### config.mk
export PLATFORM = sky130hd
export DESIGN_NAME = packed_index_word_unpacker_unit
export DESIGN_NICKNAME = d
export VERILOG_FILES = /design/src/sv/piwu_pkg.sv /design/src/sv/piwu_cfg.sv /design/src/sv/piwu_unpack.sv /design/src/sv/packed_index_word_unpacker_unit.sv
export SDC_FILE = /design/constraint.sdc
export NUM_CORES = 1
export LEC_CHECK = 0
export ABC_AREA = 1
export BUFFER_PORTS_ARGS = -buffer_cell sky130_fd_sc_hd__buf_2
export CAP_MARGIN = 20
export CORE_ASPECT_RATIO = 1.75
export CORE_MARGIN = 10
export CORE_UTILIZATION = 40
export CTS_BUF_LIST = sky130_fd_sc_hd__clkbuf_4 sky130_fd_sc_hd__clkbuf_8
export DETAILED_ROUTE_END_ITERATION = 12
export PLACE_DENSITY = 0.7
export SYNTH_ARGS = -nofsm -noshare
export SYNTH_HDL_FRONTEND = slang
export SYNTH_SLANG_ARGS = --single-unit
### constraint.sdc
create_clock -name clk -period 3.7 [get_ports clk]
set_clock_uncertainty 0.05 [all_clocks]
set_input_delay 0.37 -clock clk [delete_from_list [all_inputs] [get_ports clk]]
set_output_delay 0.37 -clock clk [all_outputs]
set_load 0.05 [all_outputs]
### src/sv/piwu_pkg.sv
// ----------------------------------------------------------------------------
// piwu_pkg: shared constants and types of the packed index word unpacker
// field widths, register codes and the decoded geometry handed between blocks
// ----------------------------------------------------------------------------
package piwu_pkg;

	// default values of the top level parameters
	localparam int WORD_BITS_DEF      = 64;
	localparam int MIN_INDEX_BITS_DEF = 4;
	localparam int MAX_INDEX_BITS_DEF = 12;

	// fixed port widths
	localparam int INPUT_BITS     = 64;
	localparam int PSIZE_BITS     = 13;
	localparam int SECTION_Y_BITS = 4;
	localparam int INDEX_BITS     = 12;
	localparam int POSITION_BITS  = 16;
	localparam int CFG_INDEX_BITS = 4;
	localparam int CFG_DATA_BITS  = 13;

	// internal widths: a field is at most 16 bits wide, at most 16 fields per word
	localparam int FIELD_BITS   = 16;
	localparam int WIDTH_BITS   = 5;
	localparam int COUNT_BITS   = 5;
	localparam int RESULT_LIMIT = 16;

	localparam int PSIZE_RESET = 16;

	// register indexes
	localparam logic [CFG_INDEX_BITS-1:0] REG_PALETTE_SIZE = 4'd0;
	localparam logic [CFG_INDEX_BITS-1:0] REG_SECTION_Y    = 4'd1;

	// geometry decoded from the configuration registers
	typedef struct packed {
		logic [WIDTH_BITS-1:0]     width;
		logic [COUNT_BITS-1:0]     count;
		logic [SECTION_Y_BITS-1:0] section_y;
	} geom_t;

endpackage

### src/sv/piwu_cfg.sv
// ----------------------------------------------------------------------------
// piwu_cfg: configuration registers and index geometry decode
// holds palette size and section number, derives field width and field count
// ----------------------------------------------------------------------------
module piwu_cfg #(
	parameter int WORD_BITS      = piwu_pkg::WORD_BITS_DEF,
	parameter int MIN_INDEX_BITS = piwu_pkg::MIN_INDEX_BITS_DEF,
	parameter int MAX_INDEX_BITS = piwu_pkg::MAX_INDEX_BITS_DEF
) (
	input  logic                                clk,
	input  logic                                arst_n,
	input  logic                                cfg_valid,
	output logic                                cfg_ready,
	input  logic [piwu_pkg::CFG_INDEX_BITS-1:0] cfg_index,
	input  logic [piwu_pkg::CFG_DATA_BITS-1:0]  cfg_data,
	output piwu_pkg::geom_t                     geom
);
	import piwu_pkg::*;

	logic [PSIZE_BITS-1:0]     palette_size_q;
	logic [SECTION_Y_BITS-1:0] section_y_q;
	logic [PSIZE_BITS-1:0]     size_m1;
	logic [WIDTH_BITS-1:0]     log_bits;
	logic [WIDTH_BITS-1:0]     width;
	logic [COUNT_BITS-1:0]     count_tab [2**WIDTH_BITS];

	assign cfg_ready = 1'b1;

	always_ff @(posedge clk or negedge arst_n) begin
		if (!arst_n) begin
			palette_size_q <= PSIZE_BITS'(PSIZE_RESET);
			section_y_q    <= '0;
		end else if (cfg_valid) begin
			if (cfg_index == REG_PALETTE_SIZE) begin
				palette_size_q <= cfg_data[PSIZE_BITS-1:0];
			end else if (cfg_index == REG_SECTION_Y) begin
				section_y_q <= cfg_data[SECTION_Y_BITS-1:0];
			end
		end
	end

	// ceil(log2(n)) is the bit length of n-1; sizes zero and one give zero
	assign size_m1 = palette_size_q - PSIZE_BITS'(1);

	always_comb begin
		log_bits = '0;
		if (palette_size_q > PSIZE_BITS'(1)) begin
			for (int b = 0; b < PSIZE_BITS; b++) begin
				if (size_m1[b]) log_bits = WIDTH_BITS'(b + 1);
			end
		end
		width = log_bits;
		if (width < WIDTH_BITS'(MIN_INDEX_BITS)) width = WIDTH_BITS'(MIN_INDEX_BITS);
		if (width > WIDTH_BITS'(MAX_INDEX_BITS)) width = WIDTH_BITS'(MAX_INDEX_BITS);
	end

	// fields per word for each width, capped at the result limit
	for (genvar g = 0; g < 2**WIDTH_BITS; g++) begin : g_count
		localparam int DIV = (g == 0) ? 1 : g;
		localparam int RAW = WORD_BITS / DIV;
		localparam int CNT = (RAW > RESULT_LIMIT) ? RESULT_LIMIT : RAW;
		assign count_tab[g] = COUNT_BITS'(CNT);
	end

	assign geom.width     = width;
	assign geom.count     = count_tab[width];
	assign geom.section_y = section_y_q;

endmodule

### src/sv/piwu_unpack.sv
// ----------------------------------------------------------------------------
// piwu_unpack: word register, field extraction and result register
// holds a word, peels a field per cycle unless stalled, tags it with position
// ----------------------------------------------------------------------------
module piwu_unpack #(
	parameter int WORD_BITS = piwu_pkg::WORD_BITS_DEF
) (
	input  logic                               clk,
	input  logic                               arst_n,
	input  logic                               in_valid,
	output logic                               in_ready,
	input  logic [piwu_pkg::INPUT_BITS-1:0]    packed_word,
	input  logic                               section_start,
	input  piwu_pkg::geom_t                    geom,
	output logic                               out_valid,
	input  logic                               out_ready,
	output logic [piwu_pkg::INDEX_BITS-1:0]    pal_index,
	output logic [piwu_pkg::POSITION_BITS-1:0] position,
	output logic                               last
);
	import piwu_pkg::*;

	// word stage
	logic                     valid_s1;
	logic [WORD_BITS-1:0]     word_s1;
	logic [WIDTH_BITS-1:0]    width_s1;
	logic [COUNT_BITS-1:0]    remain_s1;
	logic                     start_s1;

	// result register and running position
	logic                     out_valid_q;
	logic [INDEX_BITS-1:0]    pal_index_q;
	logic [POSITION_BITS-1:0] position_q;
	logic                     last_q;
	logic [POSITION_BITS-1:0] pos_count_q;

	logic                     fire;
	logic                     final_field;
	logic                     accept;
	logic [FIELD_BITS:0]      mask_wide;
	logic [FIELD_BITS-1:0]    field;
	logic [POSITION_BITS-1:0] pos_cur;

	assign fire        = valid_s1 && (!out_valid_q || out_ready);
	assign final_field = (remain_s1 == COUNT_BITS'(1));
	assign in_ready    = !valid_s1 || (fire && final_field);
	assign accept      = in_valid && in_ready;

	assign mask_wide = ((FIELD_BITS + 1)'(1) << width_s1) - (FIELD_BITS + 1)'(1);
	assign field     = word_s1[FIELD_BITS-1:0] & mask_wide[FIELD_BITS-1:0];

	// section start reloads the high byte with section_y * 16
	assign pos_cur = start_s1 ? {geom.section_y, 4'b0000, pos_count_q[7:0]} : pos_count_q;

	always_ff @(posedge clk or negedge arst_n) begin
		if (!arst_n) begin
			valid_s1    <= 1'b0;
			out_valid_q <= 1'b0;
			pos_count_q <= '0;
		end else begin
			if (accept) begin
				valid_s1 <= 1'b1;
			end else if (fire && final_field) begin
				valid_s1 <= 1'b0;
			end
			if (fire) begin
				out_valid_q <= 1'b1;
				pos_count_q <= pos_cur + POSITION_BITS'(1);
			end else if (out_ready) begin
				out_valid_q <= 1'b0;
			end
		end
	end

	always_ff @(posedge clk) begin
		if (accept) begin
			word_s1   <= packed_word[WORD_BITS-1:0];
			width_s1  <= geom.width;
			remain_s1 <= geom.count;
			start_s1  <= section_start;
		end else if (fire) begin
			word_s1   <= word_s1 >> width_s1;
			remain_s1 <= remain_s1 - COUNT_BITS'(1);
			start_s1  <= 1'b0;
		end
		if (fire) begin
			pal_index_q <= field[INDEX_BITS-1:0];
			position_q  <= pos_cur;
			last_q      <= final_field;
		end
	end

	assign out_valid = out_valid_q;
	assign pal_index = pal_index_q;
	assign position  = position_q;
	assign last      = last_q;

endmodule

### src/sv/packed_index_word_unpacker_unit.sv
// ----------------------------------------------------------------------------
// packed_index_word_unpacker_unit: top level of the packed index word unpacker
// splits 64-bit packed words into palette indices tagged with a position
// ----------------------------------------------------------------------------
// usage
//   input channel: in_valid/in_ready carries packed_word and section_start;
//     one word yields min(16, WORD_BITS / width) indices, width being
//     max(MIN_INDEX_BITS, ceil(log2(palette_size))) capped at MAX_INDEX_BITS
//   output channel: out_valid/out_ready carries pal_index, position and
//     last, which marks the final index of a word
//   config channel: cfg_valid/cfg_ready with cfg_index (0 palette size,
//     1 section y) and cfg_data; always ready, write only while idle
//   path: a word enters the word register, its indices the result register
//   throughput: one index per cycle while the receiver keeps up, set by
//     the single result register; a word holds 5 to 16 indices at 64 bits
//     and the next word is taken at the edge its last index moves into the
//     result register
//   stall: a stalled receiver freezes the result register and the word
//     register; the next word is taken only when the held word drains
//   reset: position counter cleared, both stages empty, palette size 16,
//     section y 0
// ----------------------------------------------------------------------------
module packed_index_word_unpacker_unit #(
	parameter int WORD_BITS      = piwu_pkg::WORD_BITS_DEF,
	parameter int MIN_INDEX_BITS = piwu_pkg::MIN_INDEX_BITS_DEF,
	parameter int MAX_INDEX_BITS = piwu_pkg::MAX_INDEX_BITS_DEF
) (
	input  logic                                clk,
	input  logic                                arst_n,
	input  logic                                in_valid,
	output logic                                in_ready,
	input  logic [piwu_pkg::INPUT_BITS-1:0]     packed_word,
	input  logic                                section_start,
	output logic                                out_valid,
	input  logic                                out_ready,
	output logic [piwu_pkg::INDEX_BITS-1:0]     pal_index,
	output logic [piwu_pkg::POSITION_BITS-1:0]  position,
	output logic                                last,
	input  logic                                cfg_valid,
	output logic                                cfg_ready,
	input  logic [piwu_pkg::CFG_INDEX_BITS-1:0] cfg_index,
	input  logic [piwu_pkg::CFG_DATA_BITS-1:0]  cfg_data
);
	import piwu_pkg::*;

	// width, count and section number decoded from the registers
	geom_t geom;

	// configuration registers and geometry decode
	piwu_cfg #(
		.WORD_BITS      (WORD_BITS),
		.MIN_INDEX_BITS (MIN_INDEX_BITS),
		.MAX_INDEX_BITS (MAX_INDEX_BITS)
	) u_cfg (
		.clk       (clk),
		.arst_n    (arst_n),
		.cfg_valid (cfg_valid),
		.cfg_ready (cfg_ready),
		.cfg_index (cfg_index),
		.cfg_data  (cfg_data),
		.geom      (geom)
	);

	// word register, field peel and result register
	piwu_unpack #(
		.WORD_BITS (WORD_BITS)
	) u_unpack (
		.clk           (clk),
		.arst_n        (arst_n),
		.in_valid      (in_valid),
		.in_ready      (in_ready),
		.packed_word   (packed_word),
		.section_start (section_start),
		.geom          (geom),
		.out_valid     (out_valid),
		.out_ready     (out_ready),
		.pal_index     (pal_index),
		.position      (position),
		.last          (last)
	);

endmodule

Yosys cells after proc, flatten, opt, wreduce, memory -nomap -nowiden
Memory sizes are Yosys's and may differ from the RTL's.
Cells that the tools add are included.
{"block": "totals", "mem_count": 1, "rom_bits": 160, "reg_bits": 139, "out_inout_bits": 32, "input_bits": 87}
{"name": "(no name shown)", "depth": 32, "word_bits": 5, "rd": 1, "rd_ports_with_merged_regs": 0, "wr": 0, "line_no": "piwu_cfg.sv:66", "rtl": "assign geom.count = count_tab[width];"}
{"block": "op_classes", "bitwise": 3, "mux": 29, "n_reduce_logical": 13, "magnitude_cmp": 4, "add_sub_neg": 4, "eq_ne": 2, "shift": 2}
{"operator": "64-bit 2-to-1 mux", "n": 2}
{"operator": "64-bit by 5-bit right shift with 64-bit output", "n": 1}
{"operator": "5-bit 2-to-1 mux", "n": 7}
{"operator": "4-bit 2-to-1 mux", "n": 6}
{"operator": "16-bit by 1-bit adder with 16-bit output (second input constant)", "n": 1}
{"operator": "16-bit 2-to-1 mux", "n": 1}
{"operator": "13-bit by 1-bit > comparator with 1-bit output (second input constant)", "n": 1}
{"operator": "13-bit by 1-bit subtractor with 13-bit output (second input constant)", "n": 1}
{"operator": "12-bit bitwise AND", "n": 1}
{"operator": "3-bit 2-to-1 mux", "n": 4}
{"operator": "1-bit by 5-bit left shift with 12-bit output (first input constant)", "n": 1}
{"operator": "12-bit by 2-bit subtractor with 12-bit output (second input constant)", "n": 1}
{"operator": "1-bit 2-to-1 mux", "n": 7}
{"operator": "6-bit >= comparator (second input constant)", "n": 1}
{"operator": "5-bit NOT with 6-bit output", "n": 1}
{"operator": "2-bit nonzero test", "n": 3}
{"operator": "5-bit by 1-bit == test with 1-bit output (second input constant)", "n": 1}
{"operator": "5-bit by 4-bit > comparator with 1-bit output (second input constant)", "n": 1}
{"operator": "5-bit by 3-bit < comparator with 1-bit output (second input constant)", "n": 1}
{"operator": "5-bit by 1-bit subtractor with 5-bit output (second input constant)", "n": 1}
{"operator": "4-bit by 1-bit == test with 1-bit output (second input constant)", "n": 1}
{"operator": "4-bit logical NOT", "n": 1}
{"operator": "2-bit 2-to-1 mux", "n": 2}
{"operator": "1-bit logical AND", "n": 3}
{"operator": "other kinds (5)", "n": 7}

Longest topological paths before layout
Gate-level depths: netlist (run 1).
{"block": "logic_depth", "ltp_word": 24, "depth_mapped": 21}

Hierarchy
Synthesis (run 1) repeated with hierarchy kept, for this count alone.
{"block": "hier_totals", "hier_cells": 1358, "area_unflattened_um2": 9836.9}
{"module": "piwu_unpack", "area_each_um2": 8509.4, "n_inst": 1, "cells_per_inst": 1177}
{"module": "piwu_cfg", "area_each_um2": 1327.5, "n_inst": 1, "cells_per_inst": 181}

Worst setup path before layout (run 1)
Ideal clock, no wire load.
{"block": "synth_path", "path_type": "register to register", "startpoint": "register u_unpack.out_valid_q, in the netlist u_unpack.out_valid", "endpoint": "register u_unpack.remain_s1[0], enable pin", "arrival_ns": 3.268, "path_stages_with_launch": 7, "setup_ns": 0.428, "setup_slack_ns": -0.045, "cell_sequence": "dfrtp_1 -> nand2_1 -> nand2_2 -> o21ai_2 -> nand2_2 -> clkbuf_1 -> nand2_1"}
{"block": "synth_between", "elab_chain_cells": 7}
{"element": "from (decl)", "line_no": "piwu_unpack.sv:31", "rtl": "logic out_valid_q;"}
{"element": "from (signal assigned)", "line_no": "piwu_unpack.sv:58", "rtl": "out_valid_q <= 1'b0;"}
{"element": "from (signal assigned)", "line_no": "piwu_unpack.sv:67", "rtl": "out_valid_q <= 1'b1;"}
{"element": "from (signal assigned)", "line_no": "piwu_unpack.sv:70", "rtl": "out_valid_q <= 1'b0;"}
{"element": "1-bit logical NOT", "line_no": "piwu_unpack.sv:44", "rtl": "assign fire = valid_s1 && (!out_valid_q || out_ready);"}
{"element": "1-bit logical OR", "line_no": "piwu_unpack.sv:44"}
{"element": "1-bit logical AND", "line_no": "piwu_unpack.sv:44"}
{"element": "1-bit logical AND", "line_no": "piwu_unpack.sv:46", "rtl": "assign in_ready = !valid_s1 || (fire && final_field);"}
{"element": "1-bit logical OR", "line_no": "piwu_unpack.sv:46"}
{"element": "net in_ready", "line_no": "packed_index_word_unpacker_unit.sv:31", "rtl": "output logic in_ready,"}
{"element": "1-bit logical AND", "line_no": "piwu_unpack.sv:47", "rtl": "assign accept = in_valid && in_ready;"}
{"element": "2-bit nonzero test (no source line)"}
{"element": "to (signal assigned)", "line_no": "piwu_unpack.sv:79", "rtl": "remain_s1 <= geom.count;"}
{"element": "to (signal assigned)", "line_no": "piwu_unpack.sv:83", "rtl": "remain_s1 <= remain_s1 - COUNT_BITS'(1);"}
{"element": "to (decl)", "line_no": "piwu_unpack.sv:27", "rtl": "logic [COUNT_BITS-1:0] remain_s1;"}
The timed path passes the listed nets, and every way through them passes these cells.
A chain may end at the register's enable or synchronous reset.

==> results of run 1 <==
==> critical path: stages (launching register included) <==
cell and delay (ns):
dfrtp_1 0.40, inv_1 0.17, ha_1 0.23, nand2_2 0.10
nor2_4 0.14, nand2_1 0.07, xor2_1 0.19, nor2_4 0.15
nand2_2 0.09, a21oi_2 0.15, inv_1 0.06, nor2_2 0.17
inv_1 0.10, ha_1 0.23, nor2_1 0.15, nor2_1 0.06
nand2_1 0.06, nand2_1 0.04
==> sequential cells by signal, summed over array words and instances (netlist names) <==
signal                cells
u_cfg.section_y_q         4
u_unpack.word_s1         64
u_unpack.out_valid        1
u_unpack.last             1
u_unpack.remain_s1        5
u_unpack.pal_index       12
u_cfg.palette_size_q     13
u_unpack.position        16
u_unpack.width_s1         4
u_unpack.start_s1         1
u_unpack.pos_count_q     16
u_unpack.valid_s1         1
==> cell families (layout without fill, tap and decap cells) <==
family,after synthesis,in the layout,synth area share [%]
compound gates,213,213,15.03
buf+inv,156,263,7.249
other cells,1,3,0.04319
xor+xnor,22,22,2.219
mux,9,9,1.095
simple gates,565,565,26.91
flops,138,138,45.73
fa+ha+maj,12,12,1.729
==> placed cells by master, fill, tap and decap left out, drive strengths merged, types with 6 or more instances in the layout <==
cell type	netlist	layout
a21oi	17	17
a31oi	7	7
buf	35	138
clkbuf	29	23
clkinv	2	6
dfrtp	34	34
edfxtp	103	103
ha	12	12
inv	90	92
nand2	403	403
nand3	72	72
nand4	6	6
nor2	64	64
nor3	9	9
o211ai	12	12
o21ai	121	121
o221ai	39	39
or2	7	7
xnor2	8	8
xor2	14	14
==> metal layers <==
metal,up-vias,GRT usage [%]
li1,3965,-
met1,3842,17.83
met2,338,33.22
met3,98,4.647
met4,6,12.25
met5,-,0
==> power groups by stage <==
stage | sequential [uW] | clock (uW) | combinational (uW)
floorplan | 3450 | 0 | 1950
global placement | 3050 | 0 | 3330
detailed placement | 3060 | 0 | 3370
CTS | 3030 | 1320 | 3380
global route | 3100 | 1390 | 3730
finish | 3040 | 1290 | 3370
==> final timing paths <==
kind,slack [ns],depth (start not counted),end,startpoint
setup reg to reg,0.86,17,u_unpack.remain_s1[0],u_cfg.palette_size_q[0]
max in group asynchronous,2.61,2,u_unpack.pos_count_q[4],arst_n
hold reg to reg,0.44,0,u_unpack.position[0],u_unpack.pos_count_q[0]
min in group asynchronous,0.48,2,u_cfg.palette_size_q[7],arst_n
setup / recovery,0.86,17,u_unpack.remain_s1[0],u_cfg.palette_size_q[0]
hold / removal,0.1,2,u_cfg.palette_size_q[9],cfg_data[9]
==> through the flow <==
stage	hold slack [ns]	total power [uW]
global route	0.06994	8224
global placement	0.4155	6381
CTS	0.06056	7740
finish	0.09833	7702
detailed placement	0.4292	6422
floorplan	0.02441	5392
==> final cells by class <==
type | count | area, um2
diodes | 2 | 5.005
well taps | 292 | 365.4
clock buffers | 23 | 297.8
multi-input cells | 822 | 4085
flip-flops and latches | 138 | 3970
repair buffers | 139 | 765.7
fillers | 2142 | 11460
clock inverters | 9 | 113.9
inverters | 92 | 345.3
==> repair_timing <==
action / in CTS / in global routing
hold buffers: 1 / 0
hold endpoints to repair: 34 / 0
buffers inserted: 0 / 0
==> impl_metrics.py, run 1 <==
metrics = {
    "global_routing": {
        "grt_max_degree": 70,
        "antenna_found_initial": 5,
        "grt_util_all_layers_pct": 18.30,
        "first_global_vias": 8321,
        "grt_pass1_wl_mm": 41.64,
        "grt-ovfl-total": 0,
    },
    "routing": {
        "ant_nets": 0,
        "wl_met1_mm": 9.397,
        "drt_first_pass_iters": 5,
        "drcViolationCount": 0,
        "vias_per_cell": 5.438,
        "wl_per_cell_um": 17.44,
        "drt_iter0_markers": 689,
        "wl_met2_mm": 13.85,
        "postRouteWirelength_mm": 26.46,
        "top_layer": "met5",
        "vias": 8249,
        "met3_length_mm": 1.518,
    },
    "clocking": {
        "cts_max_path_buffers": 2,
        "cts_htree_levels": 4,
        "clock_latency_ns": 0.46,
        "postCtsResizedCells": 0,
        "cts_buffers": 17,
        "cts.clk_slew.worst_paths_ns": 0.09,
        "tritoncts": "built",
        "cts_sinks": 138,
        "cts_root_buffer": "clkbuf_8",
    },
    "yosys": {
        "yosysWarningCount": 0,
        "synth-seq-cells": 138,
        "ys_async_sr_fraction_pct": 25.36,
        "syn-cell-area_um2": 8682,
        "synth_top_area_share_pct": 35.62,
        "dominantRegCellSynth": "edfxtp_1",
        "yosysMostFrequentCell": "nand2_1",
        "syn_nets": 1215,
        "ys_seq_area_share_pct": 45.73,
        "syn_area_per_cell_um2": 7.780,
        "synth-edff-count": 103,
        "synth_area_leaders": "edfxtp_1 (36%), nand2_1 (17%), dfrtp_1 (9.8%)",
        "netlist_instances": 1116,
        "synth_common_cells": "nand2_1 (395), o21ai_0 (118), edfxtp_1 (103), inv_1 (85), nand3_1 (72)",
        "ys_types": 45,
        "synth_top_area_cell": "edfxtp_1",
    },
    "power": {
        "power_switching_share_pct": 44.65,
        "p_sw_uw": 3439,
        "p_leak_uw": 0.004428,
        "ir_drop_v": 0.0004505,
        "sequentialPowerShare_pct": 39.4,
        "p_comb_share_pct": 43.8,
        "p_int_uw": 4263,
        "p_per_area_nw_per_um2": 774.2,
        "clkPwrFrac_pct": 16.8,
    },
    "cells_and_area": {
        "fin_nets": 1309,
        "fin_cells": 1517,
        "area_growth_pct": 14.58,
        "drive_gt1_share_pct": 17.01,
        "fin_area_um2": 9948,
        "utilization_pct": 46.47,
    },
    "timing": {
        "setup_viol": 0,
        "drv_slew": 0,
        "slew_headroom_pct": 47.95,
        "fin_crit_sh_pct": 76.86,
        "clock.fmax_mhz": 351.6,
        "max_slew.worst_pin.slew_ns": 0.7808,
        "rsz0062_at_grt": "no",
        "hold_viol_final": 0,
        "fin_tns_setup_ns": 0,
        "fin_ws_ns": 0.8560,
        "period_needed_ns": 2.844,
    },
    "outcome": {
        "status": "complete, no violations",
    },
    "placement": {
        "gp_congestion": 0.9615,
        "dp_slack_ns": 0.8861,
        "place_inst": 1482,
        "placed_area_um2": 9522,
        "port_buffers": 117,
        "place_hpwl_mm": 19.73,
    },
    "floorplanning": {
        "ios": 119,
        "rows": 71,
        "start_util_pct": 40.55,
        "die_h_um": 214.9,
        "dieArea_um2": 28230,
        "core_um2": 21410,
        "die_w_um": 131.4,
    },
    "setup_path": {
        "crit_path_end_kind": "flop",
        "critPathLaunchType": "flop",
        "cp_data_required_time_ns": 3.87,
        "path_class": "flop to flop",
        "worstPathMaxFanout": 6,
        "critPathArrivalTime_ns": 3.02,
    },
    "flow_run": {
        "cap_violations": 0,
    },
    "worst_hold_path": {
        "hp-class": "input pin to flop",
    },
}
(Power assumes the default switching activity.)
==> inputs of run 2 (changes only) <==
clock period = 2.9 ns   (was 3.7 ns; I/O delays follow)
==> impl_metrics.py, run 2 (same netlist as run 1, synthesis figures left out) <==
metrics = {
    "flow_run": {
        "cap_violations": 0,
    },
    "timing": {
        "max_slew.worst_pin.slew_ns": 0.8723,
        "period_needed_ns": 2.681,
        "clock.fmax_mhz": 373.0,
        "rsz0062_at_grt": "no",
        "drv_slew": 0,
        "hold_viol_final": 0,
        "slew_headroom_pct": 41.63,
        "setup_viol": 0,
        "fin_ws_ns": 0.2189,
        "fin_crit_sh_pct": 92.45,
        "fin_tns_setup_ns": 0,
    },
    "floorplanning": {
        "rows": 71,
        "ios": 119,
        "die_w_um": 131.4,
        "start_util_pct": 40.55,
        "core_um2": 21410,
        "dieArea_um2": 28230,
        "die_h_um": 214.9,
    },
    "setup_path": {
        "worst-path-stages": 17,
        "r2r_end": "u_unpack.remain_s1[0]",
        "crit_end": "u_unpack.remain_s1[0]",
        "crit_family": "simple AND/OR/NAND/NOR gates",
        "critPathLaunchType": "flop",
        "path_cells": "inv_2 -> ha_2 -> nand2_2 -> nor2_4 -> nand2_1 -> xor2_1 -> nor2_4 -> nand2_2 -> a21oi_2 -> inv_1 -> nor2_4 -> inv_1 -> ha_1 -> nor2_2 -> nor2_1 -> nand2_1 -> nand2_1",
        "crit_path_end_kind": "flop",
        "worstPathMaxFanout": 4,
        "crit_buf_inv": 3,
        "critPathArrivalTime_ns": 2.85,
        "r2r_cells": 17,
        "rr_startpoint": "u_cfg.palette_size_q[0]",
        "rrSetupSlack_ns": 0.22,
        "cp_slowest_cell": "dfrtp_1",
        "cp_data_required_time_ns": 3.07,
        "cp-startpoint": "u_cfg.palette_size_q[0]",
        "path_class": "flop to flop",
        "cpPeakStageDelay_ns": 0.41,
    },
    "power": {
        "p_leak_uw": 0.004527,
        "p_per_area_nw_per_um2": 985.5,
        "ir_drop_v": 0.0006327,
    },
    "cells_and_area": {
        "largest_register_ffs": 64,
        "final_common_cell": "nand2_1",
        "fillers": 2122,
        "area_growth_pct": 17.01,
        "regMostFlops": "u_unpack.word_s1",
        "fin_nets": 1325,
        "layout_common_cells": "nand2_1 (394), o21ai_0 (118), buf_2 (117)",
        "drive_gt1_share_pct": 18.16,
    },
    "clocking": {
        "tritoncts": "built",
        "cts.clk_slew.worst_paths_ns": 0.09,
        "cts_sinks": 138,
        "clock_latency_ns": 0.45,
        "cts_max_path_buffers": 2,
        "cts_buffers": 17,
        "cts_root_buffer": "clkbuf_8",
        "cts_htree_levels": 4,
    },
    "routing": {
        "vias_per_cell": 5.328,
        "drcViolationCount": 0,
        "drt_iter0_markers": 632,
        "drt_first_pass_iters": 6,
        "ant_nets": 0,
        "wl_per_cell_um": 17.38,
        "vias": 8163,
        "postRouteWirelength_mm": 26.63,
    },
    "global_routing": {
        "grt-ovfl-total": 0,
        "antenna_found_initial": 2,
        "use_met3_pct": 3.526,
        "grt_util_all_layers_pct": 18.54,
        "grt.met1_usage_pct": 18.70,
        "grt_max_degree": 62,
        "grtUsageMet2_pct": 34.96,
        "busiest_layer": "met2",
        "first_global_vias": 8187,
        "grt_pass1_wl_mm": 42.38,
    },
    "placement": {
        "gp_congestion": 0.9459,
        "place_hpwl_mm": 20.34,
        "dp_slack_ns": 0.06916,
        "port_buffers": 117,
    },
    "worst_hold_path": {
        "hp-class": "input pin to flop",
    },
    "outcome": {
        "status": "complete, no violations",
    },
}
-- run 2: per-layer routing --
layer,vias up,routed length [um],share of wire (%)
li1,4017,-,-
met1,3798,9692,36
met2,277,14510,54
met3,69,1224,4.6
met4,2,1188,4.5
met5,-,13,0.049
-- run 2: worst min path at each step --
stage,from,slack [ns],end,cells after the start
after detailed placement,arst_n,0.36,u_cfg.palette_size_q[8],1
after CTS,cfg_data[4],0.01,u_cfg.palette_size_q[4],3
final,cfg_data[6],0.04,u_cfg.palette_size_q[6],2
after global placement,arst_n,0.36,u_cfg.palette_size_q[7],1
after global routing,cfg_data[6],0.02,u_cfg.palette_size_q[6],2
after floorplan,arst_n,-0.06,u_cfg.palette_size_q[0],0
-- run 2: power breakdown --
part	switching, uW	internal (uW)
clock network	836	847
registers	545	3340
logic	3100	1350
-- run 2: cell type report --
class / count / area [um2] / share of cell area, %
Antenna cell: 1 / 2.502 / 0.02463
Clock buffer: 20 / 269.0 / 2.648
Clock inverter: 12 / 150.1 / 1.478
Inverter: 92 / 345.3 / 3.399
Multi-Input combinational cell: 822 / 4100 / 40.36
Sequential cell: 138 / 3970 / 39.08
Tap cell: 292 / 365.4 / 3.596
Timing Repair Buffer: 155 / 955.9 / 9.410
-- run 2: stage by stage --
step                instance area [um2]  util [%]  total power [uW]  hold slack (ns)  instances
global route                      10160     47.44             10680          0.02085       1531
global placement                   9657     45.11              8237           0.3561       1491
detailed placement                 9657     45.11              8316           0.3633       1491
finish                            10160     47.45             10010          0.03665       1532
floorplan                          8690         -              6877         -0.05559       1116
CTS                               10120     47.25             10020         0.009901       1527
-- run 2: repair_timing --
item,in CTS,in global routing
gates resized for setup,0,5
hold buffers,4,0
endpoints found under the setup margin,0,5
hold endpoints to repair,37,0
buffers inserted,0,4
==> inputs of run 3 (changes only) <==
BUFFER_PORTS_ARGS = -buffer_cell sky130_fd_sc_hd__clkbuf_2   (was -buffer_cell sky130_fd_sc_hd__buf_2)
==> impl_metrics.py, run 3 (same netlist as run 1, synthesis figures left out) <==
metrics = {
    "cells_and_area": {
        "seq_area_um2": 3971,
        "fin_nets": 1322,
        "area_growth_pct": 16.92,
        "final_common_cell": "nand2_1",
        "fillers": 2133,
        "layout_common_cells": "nand2_1 (394), o21ai_0 (118), clkbuf_2 (117)",
        "regMostFlops": "u_unpack.word_s1",
        "drive_gt1_share_pct": 18.12,
        "multi_input_area_um2": 4115,
        "fin_cells": 1528,
        "antenna_cells": 0,
        "largest_register_ffs": 64,
    },
    "placement": {
        "gp_congestion": 0.9477,
        "place_hpwl_mm": 20.19,
        "place_inst": 1489,
        "port_buffers": 117,
    },
    "setup_path": {
        "critPathLaunchType": "flop",
        "path_class": "flop to flop",
        "worstPathMaxFanout": 5,
        "crit_path_end_kind": "flop",
        "critPathArrivalTime_ns": 2.86,
        "cp_data_required_time_ns": 3.07,
    },
    "floorplanning": {
        "die_h_um": 214.9,
        "core_um2": 21410,
        "dieArea_um2": 28230,
        "ios": 119,
        "rows": 71,
        "start_util_pct": 40.55,
        "die_w_um": 131.4,
    },
    "routing": {
        "vias_per_cell": 5.378,
        "postRouteWirelength_mm": 26.54,
        "wl_per_cell_um": 17.37,
        "ant_nets": 0,
        "drt_first_pass_iters": 7,
        "drcViolationCount": 0,
        "vias": 8217,
        "drt_iter0_markers": 735,
    },
    "timing": {
        "slew_headroom_pct": 41.96,
        "hold_viol_final": 0,
        "max_slew.worst_pin.slew_ns": 0.8706,
        "clock.fmax_mhz": 371.0,
        "fin_crit_sh_pct": 92.94,
        "hold_slack_ns": 0.02846,
        "period_needed_ns": 2.695,
        "drv_slew": 0,
        "setup_viol": 0,
    },
    "global_routing": {
        "antenna_found_initial": 0,
        "grt_max_degree": 62,
        "busiest_layer": "met2",
        "grtUsageMet2_pct": 34.20,
        "first_global_vias": 8238,
        "grt_util_all_layers_pct": 18.41,
        "use_met3_pct": 2.756,
        "grt.met1_usage_pct": 18.77,
        "grt-ovfl-total": 0,
        "grt_pass1_wl_mm": 42.01,
    },
    "flow_run": {
        "cap_violations": 0,
    },
    "worst_hold_path": {
        "hp-class": "input pin to flop",
    },
    "power": {
        "ir_drop_v": 0.0008300,
        "p_leak_uw": 0.004532,
        "p_per_area_nw_per_um2": 983.9,
    },
    "clocking": {
        "cts_buffers": 17,
        "cts_root_buffer": "clkbuf_8",
        "clock_latency_ns": 0.46,
        "cts_htree_levels": 4,
        "cts_sinks": 138,
        "cts.clk_slew.worst_paths_ns": 0.09,
        "tritoncts": "built",
        "cts_max_path_buffers": 2,
    },
    "outcome": {
        "status": "complete, no violations",
    },
}
==> run 3: cell types whose count changed in the layout (fill, tap and decap cells not counted), moves of 2 or more <==
cell      delta
clkbuf_8     -2
nor2_1       -2
clkbuf_2   +117
buf_4        -4
nor2_2       +2
buf_2      -117
inv_8        +3
inv_6        -3
==> run 3: report_power, final <==
part,internal [uW],leakage [uW],switching (uW)
registers,3340,0.00145,534
logic,1330,0.00287,3100
clock network,803,0.000212,877
==> run 3: area by class of cell <==
cell class | count | share of cell area [%]
Inverter | 92 | 3.402
Multi-Input combinational cell | 822 | 40.54
Sequential cell | 138 | 39.12
Clock inverter | 15 | 1.812
Clock buffer | 17 | 2.305
Tap cell | 292 | 3.599
Timing Repair Buffer | 152 | 9.220
==> run 3: path summary, 6_finish.rpt <==
path	slack (ns)	startpoint	end	cells past startpoint
worst max-delay path	0.20	u_cfg.palette_size_q[0]	u_unpack.remain_s1[0]	17
worst min-delay path	0.03	cfg_data[2]	u_cfg.palette_size_q[2]	3
worst max register to register	0.20	u_cfg.palette_size_q[0]	u_unpack.remain_s1[0]	17
worst min register to register	0.44	u_unpack.pos_count_q[13]	u_unpack.pos_count_q[13]	2
max in group asynchronous	1.78	arst_n	u_cfg.palette_size_q[2]	2
min in group asynchronous	0.43	arst_n	u_cfg.palette_size_q[3]	2
==> run 3: what timing repair did <==
item	4_1_cts	5_1_grt
hold buffers	5	0
endpoints found under the setup margin	1	5
pin swaps	0	1
endpoints found under the hold margin	38	0
gates resized for setup	1	8
buffers inserted	0	2
==> run 3: metal layers <==
metal  vias to the layer above  part of all wire, %
li1                       3998                    -
met4                         0                  5.4
met5                         -                    0
met2                       325                   54
met1                      3816                   36
met3                        78                  4.7
==> run 3: stage by stage <==
step	setup WS [ns]	cell area, um2	total power (uW)	setup TNS (ns)	utilization, %
2_1_floorplan	0.1229	8690	6877	0	-
3_3_place_gp	0.1548	9642	8230	0	45.04
3_5_place_dp	0.02449	9642	8291	0	45.04
4_1_cts	0.06433	10110	10010	0	47.22
5_1_grt	-0.05347	10150	10660	-0.05347	47.41
6_report	0.2048	10150	9988	0	47.41
==> run 3: worst max-delay path: stages (launching register included) <==
cell	delay, ns
dfrtp_1	0.41
inv_2	0.13
ha_4	0.16
nand2_2	0.08
nor2_4	0.14
nand2_1	0.07
xor2_1	0.19
nor2_4	0.15
nand2_2	0.09
a21oi_2	0.13
inv_1	0.08
nor2_4	0.14
inv_1	0.10
ha_1	0.24
nor2_2	0.14
nor2_1	0.05
nand2_1	0.06
nand2_1	0.05
